<file path="src/rtl/wtc_pkg.sv">
package wtc_pkg;

  localparam int KW_NUM     = 18;
  localparam int KW_MAX_LEN = 8;

  localparam logic [7:0] SPACE_CODE = 8'd32;

  localparam logic [4:0] CLASS_NUMBER  = 5'd18;
  localparam logic [4:0] CLASS_IDENT   = 5'd19;
  localparam logic [4:0] CLASS_ILLEGAL = 5'd20;

  // keyword spellings, padded with nul beyond their length
  localparam logic [7:0] KW_TEXT [KW_NUM][KW_MAX_LEN] = '{
    '{"P", "R", "I", "N", "T", 8'h00, 8'h00, 8'h00},
    '{"G", "E", "T", 8'h00, 8'h00, 8'h00, 8'h00, 8'h00},
    '{"E", "C", "H", "O", 8'h00, 8'h00, 8'h00, 8'h00},
    '{"V", "A", "R", 8'h00, 8'h00, 8'h00, 8'h00, 8'h00},
    '{"A", "R", "R", "A", "Y", 8'h00, 8'h00, 8'h00},
    '{"D", "E", "V", "I", "A", "T", "E", 8'h00},
    '{"V", "A", "R", "I", "A", "N", "C", "E"},
    '{"T", "O", "T", "A", "L", 8'h00, 8'h00, 8'h00},
    '{"R", "A", "N", "G", "E", 8'h00, 8'h00, 8'h00},
    '{"M", "E", "A", "N", 8'h00, 8'h00, 8'h00, 8'h00},
    '{"M", "E", "D", "I", "A", "N", 8'h00, 8'h00},
    '{"M", "O", "D", "E", 8'h00, 8'h00, 8'h00, 8'h00},
    '{"A", "D", "D", 8'h00, 8'h00, 8'h00, 8'h00, 8'h00},
    '{"M", "U", "L", 8'h00, 8'h00, 8'h00, 8'h00, 8'h00},
    '{"S", "U", "B", 8'h00, 8'h00, 8'h00, 8'h00, 8'h00},
    '{"D", "I", "V", 8'h00, 8'h00, 8'h00, 8'h00, 8'h00},
    '{"A", "T", 8'h00, 8'h00, 8'h00, 8'h00, 8'h00, 8'h00},
    '{"P", "U", "S", "H", 8'h00, 8'h00, 8'h00, 8'h00}
  };

  localparam logic [3:0] KW_LEN [KW_NUM] = '{
    4'd5, 4'd3, 4'd4, 4'd3, 4'd5, 4'd7, 4'd8, 4'd5, 4'd5,
    4'd4, 4'd6, 4'd4, 4'd3, 4'd3, 4'd3, 4'd3, 4'd2, 4'd4
  };

  typedef struct packed {
    logic [4:0] token_class;
    logic [9:0] token_start;
    logic [7:0] token_length;
    logic       length_saturated;
  } token_t;

  function automatic logic is_digit(input logic [7:0] c);
    is_digit = (c >= 8'd48) && (c <= 8'd57);
  endfunction

  function automatic logic is_alnum(input logic [7:0] c);
    is_alnum = is_digit(c) || ((c >= 8'd65) && (c <= 8'd90)) ||
               ((c >= 8'd97) && (c <= 8'd122));
  endfunction

endpackage

</file>
<file path="src/rtl/wtc_if.sv">
interface wtc_char_if;
  logic       valid;
  logic       ready;
  logic [7:0] char_code;
  logic       end_of_line;

  modport source (output valid, output char_code, output end_of_line, input ready);
  modport sink   (input valid, input char_code, input end_of_line, output ready);
endinterface

interface wtc_token_if;
  logic       valid;
  logic       ready;
  logic [4:0] token_class;
  logic [9:0] token_start;
  logic [7:0] token_length;
  logic       length_saturated;

  modport source (output valid, output token_class, output token_start,
                  output token_length, output length_saturated, input ready);
  modport sink   (input valid, input token_class, input token_start,
                  input token_length, input length_saturated, output ready);
endinterface

</file>
<file path="src/rtl/word_token_classifier_top.sv">
// channel | dir | payload                                              | role
// in_ch   | in  | char_code[7:0], end_of_line                           | one char a request
// out_ch  | out | token_class[4:0], token_start[9:0], token_length[7:0], | one word a request
//         |     | length_saturated                                     |
//
// one char accepted every cycle while in_ch.ready is high; its word state is updated in the same cycle
// a finished word is registered in the output buffer and shown on out_ch after the closing space or last char
// the rate is set by the combinational keyword match and class select in wtc_scan
// synchronous active-low reset clears the word state, line position and buffer
// a two-entry output buffer lets input flow while a result waits; in_ch stalls
// only when both entries hold results
module word_token_classifier_top #(
  parameter int MAX_LINE = 1024,
  parameter int MAX_WORD = 255
) (
  input  logic        clk,
  input  logic        rst_n,
  wtc_char_if.sink    in_ch,
  wtc_token_if.source out_ch
);
  import wtc_pkg::*;

  logic   fire;      // char request taken this cycle
  logic   res_valid; // this char closes a word
  token_t res;
  logic   buf_full;

  // keep accepting until the skid entry is in use
  assign in_ch.ready = !buf_full;
  assign fire        = in_ch.valid && in_ch.ready;

  // word tracking, keyword candidates and classification
  wtc_scan #(
    .MAX_LINE (MAX_LINE),
    .MAX_WORD (MAX_WORD)
  ) u_scan (
    .clk         (clk),
    .rst_n       (rst_n),
    .fire        (fire),
    .char_code   (in_ch.char_code),
    .end_of_line (in_ch.end_of_line),
    .res_valid   (res_valid),
    .res         (res)
  );

  // result register plus skid entry
  wtc_out_buf u_buf (
    .clk       (clk),
    .rst_n     (rst_n),
    .push      (res_valid),
    .push_data (res),
    .full      (buf_full),
    .out_ch    (out_ch)
  );

  // input only stalls behind a pending result
  a_stall_needs_result: assert property (@(posedge clk) disable iff (!rst_n)
    !in_ch.ready |-> out_ch.valid)
    else $error("input stalled with no result pending");

  // a word only closes at a space or at the last char
  a_close_cause: assert property (@(posedge clk) disable iff (!rst_n)
    res_valid |-> fire && ((in_ch.char_code == SPACE_CODE) || in_ch.end_of_line))
    else $error("word closed without a delimiter");

  // saturation flag goes with the clamped length
  a_sat_length: assert property (@(posedge clk) disable iff (!rst_n)
    (out_ch.valid && out_ch.length_saturated) |-> (out_ch.token_length == 8'(MAX_WORD)))
    else $error("saturated word with unclamped length");

  // keywords are short and never saturated
  a_kw_shape: assert property (@(posedge clk) disable iff (!rst_n)
    (out_ch.valid && (out_ch.token_class < CLASS_NUMBER)) |->
      (!out_ch.length_saturated && (out_ch.token_length >= 8'd2) &&
       (out_ch.token_length <= 8'd8)))
    else $error("keyword class with impossible length");

endmodule

</file>
<file path="src/rtl/wtc_kw_match.sv">
module wtc_kw_match (
  input  logic [7:0]               char_code,
  input  logic [2:0]               pos,
  input  logic                     pos_ovr,
  output logic [wtc_pkg::KW_NUM-1:0] keep
);
  import wtc_pkg::*;

  // a candidate survives when the keyword is long enough and the char matches
  always_comb begin
    for (int k = 0; k < KW_NUM; k++) begin
      keep[k] = !pos_ovr && ({1'b0, pos} < KW_LEN[k]) &&
                (KW_TEXT[k][pos] == char_code);
    end
  end

endmodule

</file>
<file path="src/rtl/wtc_scan.sv">
module wtc_scan #(
  parameter int MAX_LINE = 1024,
  parameter int MAX_WORD = 255
) (
  input  logic            clk,
  input  logic            rst_n,
  input  logic            fire,
  input  logic [7:0]      char_code,
  input  logic            end_of_line,
  output logic            res_valid,
  output wtc_pkg::token_t res
);
  import wtc_pkg::*;

  localparam int LP = $clog2(MAX_LINE);
  localparam int LW = $clog2(MAX_WORD + 1);

  logic              in_word_r, in_word_nxt;
  logic [KW_NUM-1:0] cand_r;
  logic              all_digits_r, all_alnum_r, first_digit_r, sat_r;
  logic [LW-1:0]     word_len_r;
  logic [LP-1:0]     word_start_r, line_pos_r, line_pos_nxt;

  logic              is_space;
  logic [KW_NUM-1:0] cand_eff, cand_upd, kw_keep, fin_cand;
  logic              digits_eff, alnum_eff, first_eff, sat_eff;
  logic              digits_upd, alnum_upd, sat_upd;
  logic              fin_digits, fin_alnum, fin_first, fin_sat;
  logic [LW-1:0]     len_eff, len_upd, fin_len;
  logic [LP-1:0]     start_eff, fin_start;
  logic              len_room, kw_hit;
  logic [4:0]        kw_class, fin_class;

  assign is_space = (char_code == SPACE_CODE);

  // a new word starts from fresh flags
  assign cand_eff   = in_word_r ? cand_r        : {KW_NUM{1'b1}};
  assign digits_eff = in_word_r ? all_digits_r  : 1'b1;
  assign alnum_eff  = in_word_r ? all_alnum_r   : 1'b1;
  assign first_eff  = in_word_r ? first_digit_r : is_digit(char_code);
  assign sat_eff    = in_word_r ? sat_r         : 1'b0;
  assign len_eff    = in_word_r ? word_len_r    : '0;
  assign start_eff  = in_word_r ? word_start_r  : line_pos_r;

  wtc_kw_match u_kw (
    .char_code (char_code),
    .pos       (len_eff[2:0]),
    .pos_ovr   (|len_eff[LW-1:3]),
    .keep      (kw_keep)
  );

  assign cand_upd   = cand_eff & kw_keep;
  assign digits_upd = digits_eff & is_digit(char_code);
  assign alnum_upd  = alnum_eff & is_alnum(char_code);
  assign len_room   = (len_eff < LW'(MAX_WORD));
  assign len_upd    = len_room ? len_eff + 1'b1 : len_eff;
  assign sat_upd    = sat_eff | !len_room;

  // a space closes the stored word, a flagged last char closes the updated one
  assign fin_cand   = is_space ? cand_r        : cand_upd;
  assign fin_digits = is_space ? all_digits_r  : digits_upd;
  assign fin_alnum  = is_space ? all_alnum_r   : alnum_upd;
  assign fin_first  = is_space ? first_digit_r : first_eff;
  assign fin_sat    = is_space ? sat_r         : sat_upd;
  assign fin_len    = is_space ? word_len_r    : len_upd;
  assign fin_start  = is_space ? word_start_r  : start_eff;

  // lowest numbered keyword wins
  always_comb begin
    kw_hit   = 1'b0;
    kw_class = CLASS_ILLEGAL;
    for (int k = KW_NUM - 1; k >= 0; k--) begin
      if (fin_cand[k] && (fin_len == LW'(KW_LEN[k]))) begin
        kw_hit   = 1'b1;
        kw_class = 5'(k);
      end
    end
  end

  always_comb begin
    if (kw_hit && !fin_sat) begin
      fin_class = kw_class;
    end else if (fin_digits) begin
      fin_class = CLASS_NUMBER;
    end else if (fin_alnum && !fin_first) begin
      fin_class = CLASS_IDENT;
    end else begin
      fin_class = CLASS_ILLEGAL;
    end
  end

  assign res_valid            = fire && (is_space ? in_word_r : end_of_line);
  assign res.token_class      = fin_class;
  assign res.token_start      = 10'(fin_start);
  assign res.token_length     = 8'(fin_len);
  assign res.length_saturated = fin_sat;

  assign in_word_nxt  = !is_space && !end_of_line;
  assign line_pos_nxt = end_of_line ? '0 :
                        (line_pos_r < LP'(MAX_LINE - 1)) ? line_pos_r + 1'b1 : line_pos_r;

  always_ff @(posedge clk) begin
    if (!rst_n) begin
      in_word_r     <= 1'b0;
      cand_r        <= {KW_NUM{1'b1}};
      all_digits_r  <= 1'b1;
      all_alnum_r   <= 1'b1;
      first_digit_r <= 1'b0;
      word_len_r    <= '0;
      word_start_r  <= '0;
      line_pos_r    <= '0;
      sat_r         <= 1'b0;
    end else if (fire) begin
      in_word_r  <= in_word_nxt;
      line_pos_r <= line_pos_nxt;
      if (!is_space) begin
        cand_r        <= cand_upd;
        all_digits_r  <= digits_upd;
        all_alnum_r   <= alnum_upd;
        first_digit_r <= first_eff;
        word_len_r    <= len_upd;
        word_start_r  <= start_eff;
        sat_r         <= sat_upd;
      end
    end
  end

endmodule

</file>
<file path="src/rtl/wtc_out_buf.sv">
module wtc_out_buf (
  input  logic            clk,
  input  logic            rst_n,
  input  logic            push,
  input  wtc_pkg::token_t push_data,
  output logic            full,
  wtc_token_if.source     out_ch
);
  import wtc_pkg::*;

  logic   out_valid_r, skid_valid_r;
  token_t out_data_r, skid_data_r;
  logic   pop;

  assign pop  = out_valid_r && out_ch.ready;
  assign full = skid_valid_r;

  always_ff @(posedge clk) begin
    if (!rst_n) begin
      out_valid_r  <= 1'b0;
      skid_valid_r <= 1'b0;
    end else if (skid_valid_r) begin
      if (pop) begin
        skid_valid_r <= 1'b0;
      end
    end else if (push) begin
      if (out_valid_r && !pop) begin
        skid_valid_r <= 1'b1;
      end else begin
        out_valid_r <= 1'b1;
      end
    end else if (pop) begin
      out_valid_r <= 1'b0;
    end
  end

  always_ff @(posedge clk) begin
    if (skid_valid_r) begin
      if (pop) begin
        out_data_r <= skid_data_r;
      end
    end else if (push) begin
      if (out_valid_r && !pop) begin
        skid_data_r <= push_data;
      end else begin
        out_data_r <= push_data;
      end
    end
  end

  assign out_ch.valid            = out_valid_r;
  assign out_ch.token_class      = out_data_r.token_class;
  assign out_ch.token_start      = out_data_r.token_start;
  assign out_ch.token_length     = out_data_r.token_length;
  assign out_ch.length_saturated = out_data_r.length_saturated;

endmodule

</file>
<file path="src/flat_wrapper.sv">
// flat-port wrapper written by rule: the top's interface ports become plain ports
module word_token_classifier_top_flat import wtc_pkg::*;
#(
  parameter int MAX_LINE = 1024,
  parameter int MAX_WORD = 255
)
  (clk, rst_n, in_ch_valid, in_ch_char_code, in_ch_end_of_line, in_ch_ready, out_ch_valid, out_ch_token_class, out_ch_token_start, out_ch_token_length, out_ch_length_saturated, out_ch_ready);
  wtc_char_if in_ch_i ();
  wtc_token_if out_ch_i ();
  input  logic clk;
  input  logic rst_n;
  input wire logic [$bits(in_ch_i.valid)-1:0] in_ch_valid;
  input wire logic [$bits(in_ch_i.char_code)-1:0] in_ch_char_code;
  input wire logic [$bits(in_ch_i.end_of_line)-1:0] in_ch_end_of_line;
  output wire logic [$bits(in_ch_i.ready)-1:0] in_ch_ready;
  output wire logic [$bits(out_ch_i.valid)-1:0] out_ch_valid;
  output wire logic [$bits(out_ch_i.token_class)-1:0] out_ch_token_class;
  output wire logic [$bits(out_ch_i.token_start)-1:0] out_ch_token_start;
  output wire logic [$bits(out_ch_i.token_length)-1:0] out_ch_token_length;
  output wire logic [$bits(out_ch_i.length_saturated)-1:0] out_ch_length_saturated;
  input wire logic [$bits(out_ch_i.ready)-1:0] out_ch_ready;
  assign in_ch_i.valid = in_ch_valid;
  assign in_ch_i.char_code = in_ch_char_code;
  assign in_ch_i.end_of_line = in_ch_end_of_line;
  assign in_ch_ready = in_ch_i.ready;
  assign out_ch_valid = out_ch_i.valid;
  assign out_ch_token_class = out_ch_i.token_class;
  assign out_ch_token_start = out_ch_i.token_start;
  assign out_ch_token_length = out_ch_i.token_length;
  assign out_ch_length_saturated = out_ch_i.length_saturated;
  assign out_ch_i.ready = out_ch_ready;
  word_token_classifier_top #(.MAX_LINE(MAX_LINE), .MAX_WORD(MAX_WORD)) u_core (.clk(clk), .rst_n(rst_n), .in_ch(in_ch_i), .out_ch(out_ch_i));
endmodule
</file>
<file path="config.mk">
export PLATFORM = sky130hd
export DESIGN_NAME = word_token_classifier_top_flat
export DESIGN_NICKNAME = d
export VERILOG_FILES = /design/src/rtl/wtc_pkg.sv /design/src/rtl/wtc_if.sv /design/src/rtl/word_token_classifier_top.sv /design/src/rtl/wtc_kw_match.sv /design/src/rtl/wtc_scan.sv /design/src/rtl/wtc_out_buf.sv /design/src/flat_wrapper.sv
export SDC_FILE = /design/constraint.sdc
export NUM_CORES = 1
export LEC_CHECK = 0
export BUFFER_PORTS_ARGS = -buffer_cell sky130_fd_sc_hd__buf_2
export CAP_MARGIN = 20
export CORE_MARGIN = 2
export CORE_UTILIZATION = 56
export CTS_CLUSTER_SIZE = 16
export DETAILED_ROUTE_END_ITERATION = 6
export PLACE_DENSITY = 0.76
export SYNTH_ARGS = -nofsm -noshare
export SYNTH_HDL_FRONTEND = slang
export SYNTH_SLANG_ARGS = --single-unit
</file>
<file path="constraint.sdc">
create_clock -name clk -period 7.22 [get_ports clk]
set_input_delay 1.805 -clock clk [delete_from_list [all_inputs] [get_ports clk]]
set_output_delay 1.805 -clock clk [all_outputs]
set_load 0.1 [all_outputs]
</file>
---- After elaboration in Yosys (flattened, before gate mapping) ----
Memories as Yosys holds them, arrays and structs flattened.
Index checks and enable logic that the tools add are counted.
operators by class
  add/sub/neg operators ................... 2
  multipliers ............................. 0
  div/mod/pow operators ................... 0
  $lt $le $gt $ge ......................... 15
  eq/ne operators ......................... 29
  shift-type cells ........................ 0
  mux-type cells .......................... 104
  bitwise gates (word level) .............. 6
  reductions and logical operators ........ 70
operators by type and width
  kind                   count
  $mux 8                 39
  $eq 8x8->1             18
  $mux 24                4
  $mux 5                 18
  $logic_and 1x1->1      52
  $mux 10                4
  $mux 18                2
  $mux 1                 34
  $eq 8x3->1 const B     4
  $and 18x18->18         1
  $eq 8x2->1 const B     2
  $ge 8x7->1 const B     2
  $le 8x7->1 const B     2
  $lt 3x3->1 const B     4
  $add 10x1->10 const B  1
  $lt 10x10->1 const B   1
  $mux 3                 3
  $reduce_and 3->1       3
  $add 8x1->8 const B    1
  $eq 8x4->1 const B     1
  $eq 8x6->1 const B     1
  $ge 8x6->1 const B     1
  $le 8x6->1 const B     1
  $logic_not 1->1        8
  13 further kinds       19
storage, ports and cells
  flip-flop bits (word level) ............. 101
  bits in latches ......................... 0
  memory bits (writable) .................. 0
  ROM bits ................................ 1152
  bits of input ports ..................... 13
  output and inout bits ................... 26
  logic and storage cells ................. 263
  memories ................................ 18
memories
  memory           depth  width  rd ports  clocked after memory_dff  wr ports  line                RTL
  (no name shown)  8      8      1         0                         0         wtc_kw_match.sv:13  (KW_TEXT[k][pos] == char_code);
  (no name shown)  8      8      1         0                         0         wtc_kw_match.sv:13
  (no name shown)  8      8      1         0                         0         wtc_kw_match.sv:13
  (no name shown)  8      8      1         0                         0         wtc_kw_match.sv:13
  (no name shown)  8      8      1         0                         0         wtc_kw_match.sv:13
  (no name shown)  8      8      1         0                         0         wtc_kw_match.sv:13
  +12 memories     --     --     --        --                        --        --

---- Logic depth before layout (Yosys ltp) ----
Gate-level depths: netlist (run 1).
  word-level depth ........................ 33
  gate-level depth with buffers ........... 17
  depth with buffers taken out ............ 14

---- Modules after synthesis ----
From an unflattened synthesis (run 1), not the netlist that was laid out.
second synthesis, totals
  cells, all modules ...................... 713
  area total of the unflattened synthesis .. 6543.8 µm²
modules (own cells, without submodules)
  module                     instances  cells an instance  area an instance (µm²)  seq. area each (µm²)
  wtc_scan                   1          400                3203.1                  1021.0
  wtc_out_buf                1          88                 1875.5                  1481.4
  wtc_kw_match               1          223                1455.1                  0.0
  word_token_classifier_top  1          2                  10.0                    0.0

---- Worst setup path before layout (run 1) ----
OpenSTA, ideal clock, no wires.
  kind .................................... input-to-reg
  from .................................... input port in_ch_char_code[1]
  to ...................................... register u_core.u_buf.out_data_r, in the netlist u_core.u_buf.out_ch.length_saturated (enable)
  library setup time ...................... 0.413 ns
  data arrival time ....................... 4.421 ns
  data required time ...................... 6.807 ns
  path slack .............................. 2.386 ns
  stages on the path ...................... 8
  buffers on the path ..................... 3
  cells stage by stage .................... buf_2 > nor3_2 > nand3_1 > clkbuf_1 > clkbuf_1 > o21ai_0 > nand2_1 > a21oi_1
on the way
  word-level cells in the longest chain between the ends .. 5
ends and longest elaborated chain
  what                         line                RTL
  start: declaration           flat_wrapper.sv:13  input wire logic [$bits(in_ch_i.char_code)-1:0] in_ch_char_code;
  $eq 8x6->1                   wtc_scan.sv:34      assign is_space = (char_code == SPACE_CODE);
  $mux 1                       wtc_scan.sv:92      assign res_valid = fire && (is_space ? in_word_r : end_of_line);
  $logic_and 1x1->1            wtc_scan.sv:92
  $reduce_bool 2->1 (no line)  --
  $reduce_and 3->1 (no line)   --
  end signal: assignment       wtc_out_buf.sv:40   out_data_r <= skid_data_r;
  end signal: assignment       wtc_out_buf.sv:46   out_data_r <= push_data;
  end: declaration             wtc_out_buf.sv:12   token_t out_data_r, skid_data_r;
No other way between the ends.
A chain may end at the register's enable or synchronous reset.

---- Worst setup path in the final report (run 1) ----
  from .................................... input port in_ch_char_code[3]
  to ...................................... register u_core.u_buf.out_data_r, in the netlist u_core.u_buf.out_ch.token_class[0], data pin
on the way
  word-level cells in the longest chain between the ends .. 28
  elaborated cells on any way between the ends .. 129
  those cells by class .................... 6 x order compare; 26 x eq/ne; 49 x mux; 3 x bitwise; 45 x reduce/logical
ends and longest elaborated chain
  what                                                                 line               RTL
  parallel branches: the longest is 24 deep, another holds $eq 8x6->1  --
  $mux 5 (*)                                                           wtc_scan.sv:81     if (kw_hit && !fin_sat) begin
  $mux 24 (*)                                                          wtc_out_buf.sv:43  if (out_valid_r && !pop) begin
  $mux 24 (*)                                                          wtc_out_buf.sv:42  end else if (push) begin
  $mux 24 (*)                                                          wtc_out_buf.sv:38  if (skid_valid_r) begin
Mark *: on every way between the ends. The select of a mux whose other input is x is not followed.

==> results of run 1 <==
-- layer usage --
metal  track usage  routed length, um  vias up
met5             0                  0        -
met4         0.140                867        0
met3        0.0736               2040       75
met2         0.488               9900      399
met1         0.438               9620     3345
li1              -                  -     3246
-- worst max-delay path, cell delays in order --
cell and delay, ns:
buf_2 0.30, nor3_2 0.48, nand3_1 0.84, nand2_1 0.52
o31a_1 0.23, a211oi_1 0.09, a221oi_1 0.41, o2111ai_2 0.25
or4_1 0.54, o211ai_1 0.13
-- kinds of logic after synthesis --
family | count (synthesis)
simple gates | 364
compound gates | 242
flops | 101
buf+inv | 97
xor+xnor | 41
mux | 28
fa+ha+maj | 10
-- how the worst min path moves through the flow --
stage                                    endpoint  slack (ns)
global placement          u_core.u_scan.cand_r[9]        0.46
floorplan                 u_core.u_scan.cand_r[9]        0.44
finish                    u_core.u_scan.cand_r[4]        0.49
CTS                       u_core.u_scan.cand_r[4]        0.49
global route        u_core.u_scan.word_start_r[6]        0.51
detailed placement        u_core.u_scan.cand_r[4]        0.47
-- power by group --
group	switching [mW]	total [mW]	internal (mW)
clock	0.223	0.460	0.237
combinational	0.177	0.243	0.0652
sequential	0.0164	0.638	0.622
-- through the flow --
| stage | setup slack (ns) | util | area (um2) | hold slack, ns |
|---|---|---|---|---|
| 5_1_grt | 1.50 | 0.612 | 7720 | 0.512 |
| 6_report | 1.80 | 0.612 | 7720 | 0.490 |
| 3_5_place_dp | 1.58 | 0.589 | 7430 | 0.468 |
| 4_1_cts | 1.94 | 0.611 | 7710 | 0.486 |
| 2_1_floorplan | 2.39 | - | 7250 | 0.441 |
| 3_3_place_gp | 1.76 | 0.589 | 7430 | 0.459 |
-- flip-flops by register name (all words and copies together) (netlist names), 5 cells and up --
| register | flops |
|---|---|
| u_core.u_buf.out_ch.token_start | 10 |
| u_core.u_buf.skid_data_r | 24 |
| u_core.u_scan.word_len_r | 8 |
| u_core.u_scan.word_start_r | 10 |
| u_core.u_buf.out_ch.token_length | 8 |
| u_core.u_scan.cand_r | 18 |
| u_core.u_buf.out_ch.token_class | 5 |
| u_core.u_scan.line_pos_r | 10 |
-- cell type report --
class / instances / share of cell area
Timing Repair Buffer: 51 / 0.0382
Tap cell: 172 / 0.0279
Sequential cell: 101 / 0.324
Inverter: 30 / 0.0146
Clock buffer: 9 / 0.0292
Multi-Input combinational cell: 685 / 0.559
Clock inverter: 7 / 0.00713
-- placed cells by master, fill, tap and decap left out, drive strengths merged, types with 5 or more instances in the layout --
cell	count
mux2i	11
a31oi	11
nand2b	13
xnor2	19
clkbuf	9
nor2b	9
dfxtp	53
nand4	16
edfxtp	48
a21oi	46
ha	10
and3	5
o22ai	9
nor2	94
or3	15
xor2	22
nor3	35
nor4	8
inv	31
o211ai	13
and2	9
buf	51
o31ai	11
a211oi	16
mux2	17
nand3	20
o21ai	58
or4	7
nand2	110
==> impl_results.md, run 1 <==
* Area of the core at 0.0126 mm2
* Crit start category: input pin
* Vias in the first global route at 6567
* Tcrit/Tclk final at 0.751
* R2r setup slk at 2.05 ns
* GRT Resource Usage Total at 0.321
* Post-DR wirelength/cell at 21.3 um
* Final hold vios at 0
* Complex-gate fraction of the synthesized area at 0.234
* Detailed Routing Iterations Pass 1 at 6
* Final WL at 22400 um
* Die footprint at 0.0139 mm2
* DRC at 0
* Crit path capture: u_core.u_buf.out_ch.token_class[0]
* Maxcap violations at 0
* CTS Root Cell: clkbuf_16
* Width of the die at 118 um
* Clk buf depth at 2
* Post-synth EDFFs at 48
* Post-synth top flop: dfxtp_1
* Clk Latency, worst-skew pair at 0.36 ns
* # hold bufs at CTS at 0
* Post-synth top area share at 0.199
* Post-synthesis xor/xnor area fraction at 0.0495
* Ports at 39
* Mapped Nets at 906
* TritonCTS Sinks at 101
* Most frequent cell after synthesis: nand2_1
* First-pass GRT wire length at 35500 um
* Max FO, Critical Path at 29
* Largest family of logic cells by synthesized area: simple AND/OR/NAND/NOR gates
* Detailed Place HPWL at 15900 um
* FMAX at 185 MHz
* Initial antenna violation count at 0
* R2R Path Start: u_core.u_scan.in_word_r
* Cell Count, Final, Fillers Out at 1055
* Yosys Warn Count at 0
* Power Total at 1.34 mW
* CP arrival at 5.60 ns
* Status: finished clean
* Congestion Overflow GR at 0
* Die Y-Extent at 118 um
* Area contributors post-synth: edfxtp_1 (20%), dfxtp_1 (15%), nand2_1 (5.7%)
* Setup_tns at 0 ns
* Post-synthesis simple-gate area fraction at 0.251
* Layout cell share with drive strength beyond 1 at 0.135
* Vias at 7065
* Fin crit period at 5.42 ns
* Clock-pin slew on the worst setup and hold paths at 0.07 ns
* Post-CTS Setup Repair Bufs at 0
* Mapped cell area at 0.00725 mm2
* Max-slew violation count at 0
* VDD IR max at 0.0936 mV
* Antenna diode count at 0
* Hold depth at 2
* Synth cell count leaders: nand2_1 (110), nor2_1 (94), dfxtp_1 (53), edfxtp_1 (48), o21ai_0 (47)
* FILL cells at 1111
* H-tree levels at 3
* Buffers on Ports at 38
* Seq/Total Area, Yosys at 0.345
* Cell Rows at 41
* Synth async-reset ratio at 0
* CP Capture Type: register
* Adder-cell share of the synthesized area at 0.0172
* R2r worst-path depth at 14
* Average cell area after synthesis at 8.22 um2
* Multi-input gate area at 0.00432 mm2
* # nets final at 901
* Largest net degree at the start of global routing at 40
* Leading area contributor after synthesis: edfxtp_1
* Iter 0 DRT Violations at 749
* Setup CP Type: input pin to register
* Worst Tran Pin Value at 1.05 ns
* TritonCTS clock tree: done
* Worst path required time at 7.40 ns
* Pwr dens at 174 mW/mm2
* FF-to-FF End: u_core.u_buf.out_ch.token_class[0]
* DP Cell Count at 1038
* Netlist cell types at 95
* CTS Buf Count at 9
* Synth-to-Final Area Change at 6.49%
* Reg area at 0.00250 mm2
* Hold WC Path Type: register to register
* Post-CTS resize count at 0
* CP startpoint: in_ch_char_code[3]
* Flops & latches, synth at 101
* RSZ-0062 raised after global routing: false
* Number of vias per cell at 6.70
* Placer Congestion at 0.985
* Hold Startpoint: u_core.u_scan.cand_r[4]
* Gate Count Post-Synth at 883
* Post-synthesis mux area share at 0.0421
* Worst Skew at 0.0101 ns
* Leak at 2.94 nW
* ANT nets after route at 0
* Initial Utilization at 0.575
* Rel. slew slack at 0.298
* Final setup viols at 0
Note: power is estimated with default switching activity, not from simulation.
==> run 2, diff against run 1 <==
ABC_AREA = 1   (was not set)
PLACE_DENSITY = 0.79   (was 0.76)
clock period = 4.4 ns   (was 7.22 ns; I/O delays follow)
==> run 2 against run 1 <==
Compared with the run above:
- final cell count increased by 1.8%
- hold slack got worse by 0.018 ns
- critical path depth increased by 13
- register-to-register slack got worse by 1.5 ns
- clock-buffer cell count increased by 1
==> impl_results.md, run 2 <==
* DP Cell Count at 1058
* Final hold vios at 0
* Post-CTS Setup Repair Bufs at 0
* Ports at 39
* Synth async-reset ratio at 0
* Average cell area after synthesis at 7.13 um2
* GRT Max-Usage Layer: met2
* RSZ-0062 raised after global routing: false
* Initial antenna violation count at 0
* # nets final at 949
* Cell Rows at 39
* Met1 usage at 0.380
* Area contributors post-synth: edfxtp_1 (23%), dfxtp_1 (17%), nand2_1 (13%)
* Final setup viols at 0
* Antenna diode count at 0
* Rel. slew slack at 0.575
* TritonCTS clock tree: done
* Max-slew violation count at 0
* Clk Latency, worst-skew pair at 0.35 ns
* Post-synth EDFFs at 48
* Post-DR wirelength/cell at 15.7 um
* Flops & latches, synth at 101
* Netlist cell types at 45
* Cell Count, Final, Fillers Out at 1074
* Final core occ at 0.617
* CTS Buf Count at 9
* Setup CP Type: register to register
* VDD IR max at 0.275 mV
* Vias at 6030
* ANT nets after route at 0
* Tcrit/Tclk final at 0.864
* TritonCTS Sinks at 101
* Synth cell count leaders: nand2_1 (228), nor2_1 (99), inv_1 (90), o21ai_0 (74), a21oi_1 (61)
* Gate Count Post-Synth at 897
* Mapped cell area at 0.00639 mm2
* Iter 0 DRT Violations at 619
* Worst Skew at 0.00943 ns
* Leak at 3.34 nW
* CTS Root Cell: clkbuf_16
* Placer Congestion at 1.00
* Post-synth top area share at 0.225
* Clk buf depth at 2
* Post-CTS resize count at 0
* Most frequent cells in the layout: nand2_1 (228), nor2_1 (98), inv_1 (90), o21ai_0 (74), a21oi_1 (61)
* Width of the die at 111 um
* Congestion Overflow GR at 0
* Number of vias per cell at 5.61
* H-tree levels at 3
* Power Total at 2.18 mW
* CP Capture Type: register
* Post-synth top flop: dfxtp_1
* Pwr dens at 313 mW/mm2
* Detailed Place HPWL at 12600 um
* CP arrival at 3.91 ns
* Layout cell share with drive strength beyond 1 at 0.126
* Largest regs: u_core.u_buf.skid_data_r: 24 flops, u_core.u_scan.cand_r: 18 flops
* Die Y-Extent at 111 um
* Hold WC Path Type: register to register
* Area of the core at 0.0113 mm2
* Vias in the first global route at 5387
* Placement Setup Slack at 0.366 ns
* Max FO, Critical Path at 12
* Clock-pin slew on the worst setup and hold paths at 0.07 ns
* Mapped Nets at 920
* PnR worst setup slack at 0.599 ns
* Crit start category: register
* Largest net degree at the start of global routing at 51
* FMAX at 263 MHz
* Worst Tran Pin Value at 0.638 ns
* Fin crit period at 3.80 ns
* Maxcap violations at 0
* Synth-to-Final Area Change at 8.79%
* Most frequent cell after synthesis: nand2_1
* Die footprint at 0.0123 mm2
* Most common cell after layout, fill and taps aside: nand2_1
* Biggest register: u_core.u_buf.skid_data_r
* Buffers on Ports at 38
* Seq/Total Area, Yosys at 0.391
* M3 GR Usage at 0.0503
* Initial Utilization at 0.567
* Detailed Routing Iterations Pass 1 at 5
* GRT Resource Usage Total at 0.274
* GRT met2 Usage at 0.429
* Leading area contributor after synthesis: edfxtp_1
* # hold bufs at CTS at 0
* Final WL at 16900 um
* Hold depth at 2
* DRC at 0
* Worst path required time at 4.51 ns
* Setup_tns at 0 ns
* First-pass GRT wire length at 27200 um
* Max reg flops at 24
* Yosys Warn Count at 0
* Status: finished clean
* R2r worst-path depth at 23
[run 2: changes by cell type in the layout (fill, tap and decap cells not counted), sizes merged, moves of 15 or more]
cell,before,now
or3,15,0
mux2,17,0
o21ai,58,77
xnor2,19,0
nor3,35,11
nand3,20,58
nor2,94,111
inv,31,104
a21oi,46,63
nand2,110,241
[run 2: cells by family (layout without fill, tap and decap cells)]
logic type,Yosys count,after routing,synth area share
adders and majority gates,10,10,0.0196
xor gates and xnor gates,33,33,0.0452
DFF,101,101,0.391
and+or+nand+nor,458,458,0.318
buffers and inverters,140,174,0.0967
AOI/OAI and AO/OA,155,155,0.129
[run 2: final cells by class]
class,count,area [um2]
fill,1026,4320
multi-input combinational,656,3270
sequential,101,2500
inverter,103,394
timing repair buffer,55,318
clock buffer,10,229
tap,143,179
clock inverter,6,57.6
[run 2: per-layer routing]
metal	routed length (um)	vias to the layer above
met2	7390	274
met5	0	-
li1	-	2992
met4	561	0
met1	7560	2720
met3	1340	44
[run 2: per-stage QoR]
| step | cell area [um2] | hold slack, ns |
|---|---|---|
| 5_1_grt | 6950 | 0.502 |
| 3_5_place_dp | 6670 | 0.456 |
| 3_3_place_gp | 6670 | 0.442 |
| 2_1_floorplan | 6390 | 0.433 |
| 4_1_cts | 6950 | 0.472 |
| 6_report | 6950 | 0.472 |
[run 2: report_power, final]
group	total, mW	switching (mW)	internal, mW
Clock	0.761	0.366	0.395
Combinational	0.373	0.282	0.0909
Sequential	1.04	0.0201	1.02
[run 2: critical path: stages, from the launching register on]
cell and delay (ns):
dfxtp_1 0.35, buf_4 0.20, nand2_2 0.16, inv_1 0.09, ha_1 0.24, inv_1 0.11, ha_1 0.33, inv_1 0.12
nand2_1 0.11, nand3_1 0.10, nor4_1 0.48, nand3_1 0.16, a21oi_1 0.26, nand2_1 0.12, nand2_1 0.08, a21oi_1 0.05
o21ai_0 0.15, nand3_1 0.09, nand2_1 0.06, nand3_1 0.06, nand2_1 0.06, nand2_1 0.06, nand2_1 0.06, nand2_1 0.05
[run 2: worst paths after layout]
path         slack [ns]                                  to                     from
max                0.60  u_core.u_buf.out_ch.token_class[1]  u_core.u_scan.in_word_r
min                0.47             u_core.u_scan.cand_r[4]  u_core.u_scan.cand_r[4]
max reg2reg        0.60  u_core.u_buf.out_ch.token_class[1]  u_core.u_scan.in_word_r
min reg2reg        0.47             u_core.u_scan.cand_r[4]  u_core.u_scan.cand_r[4]
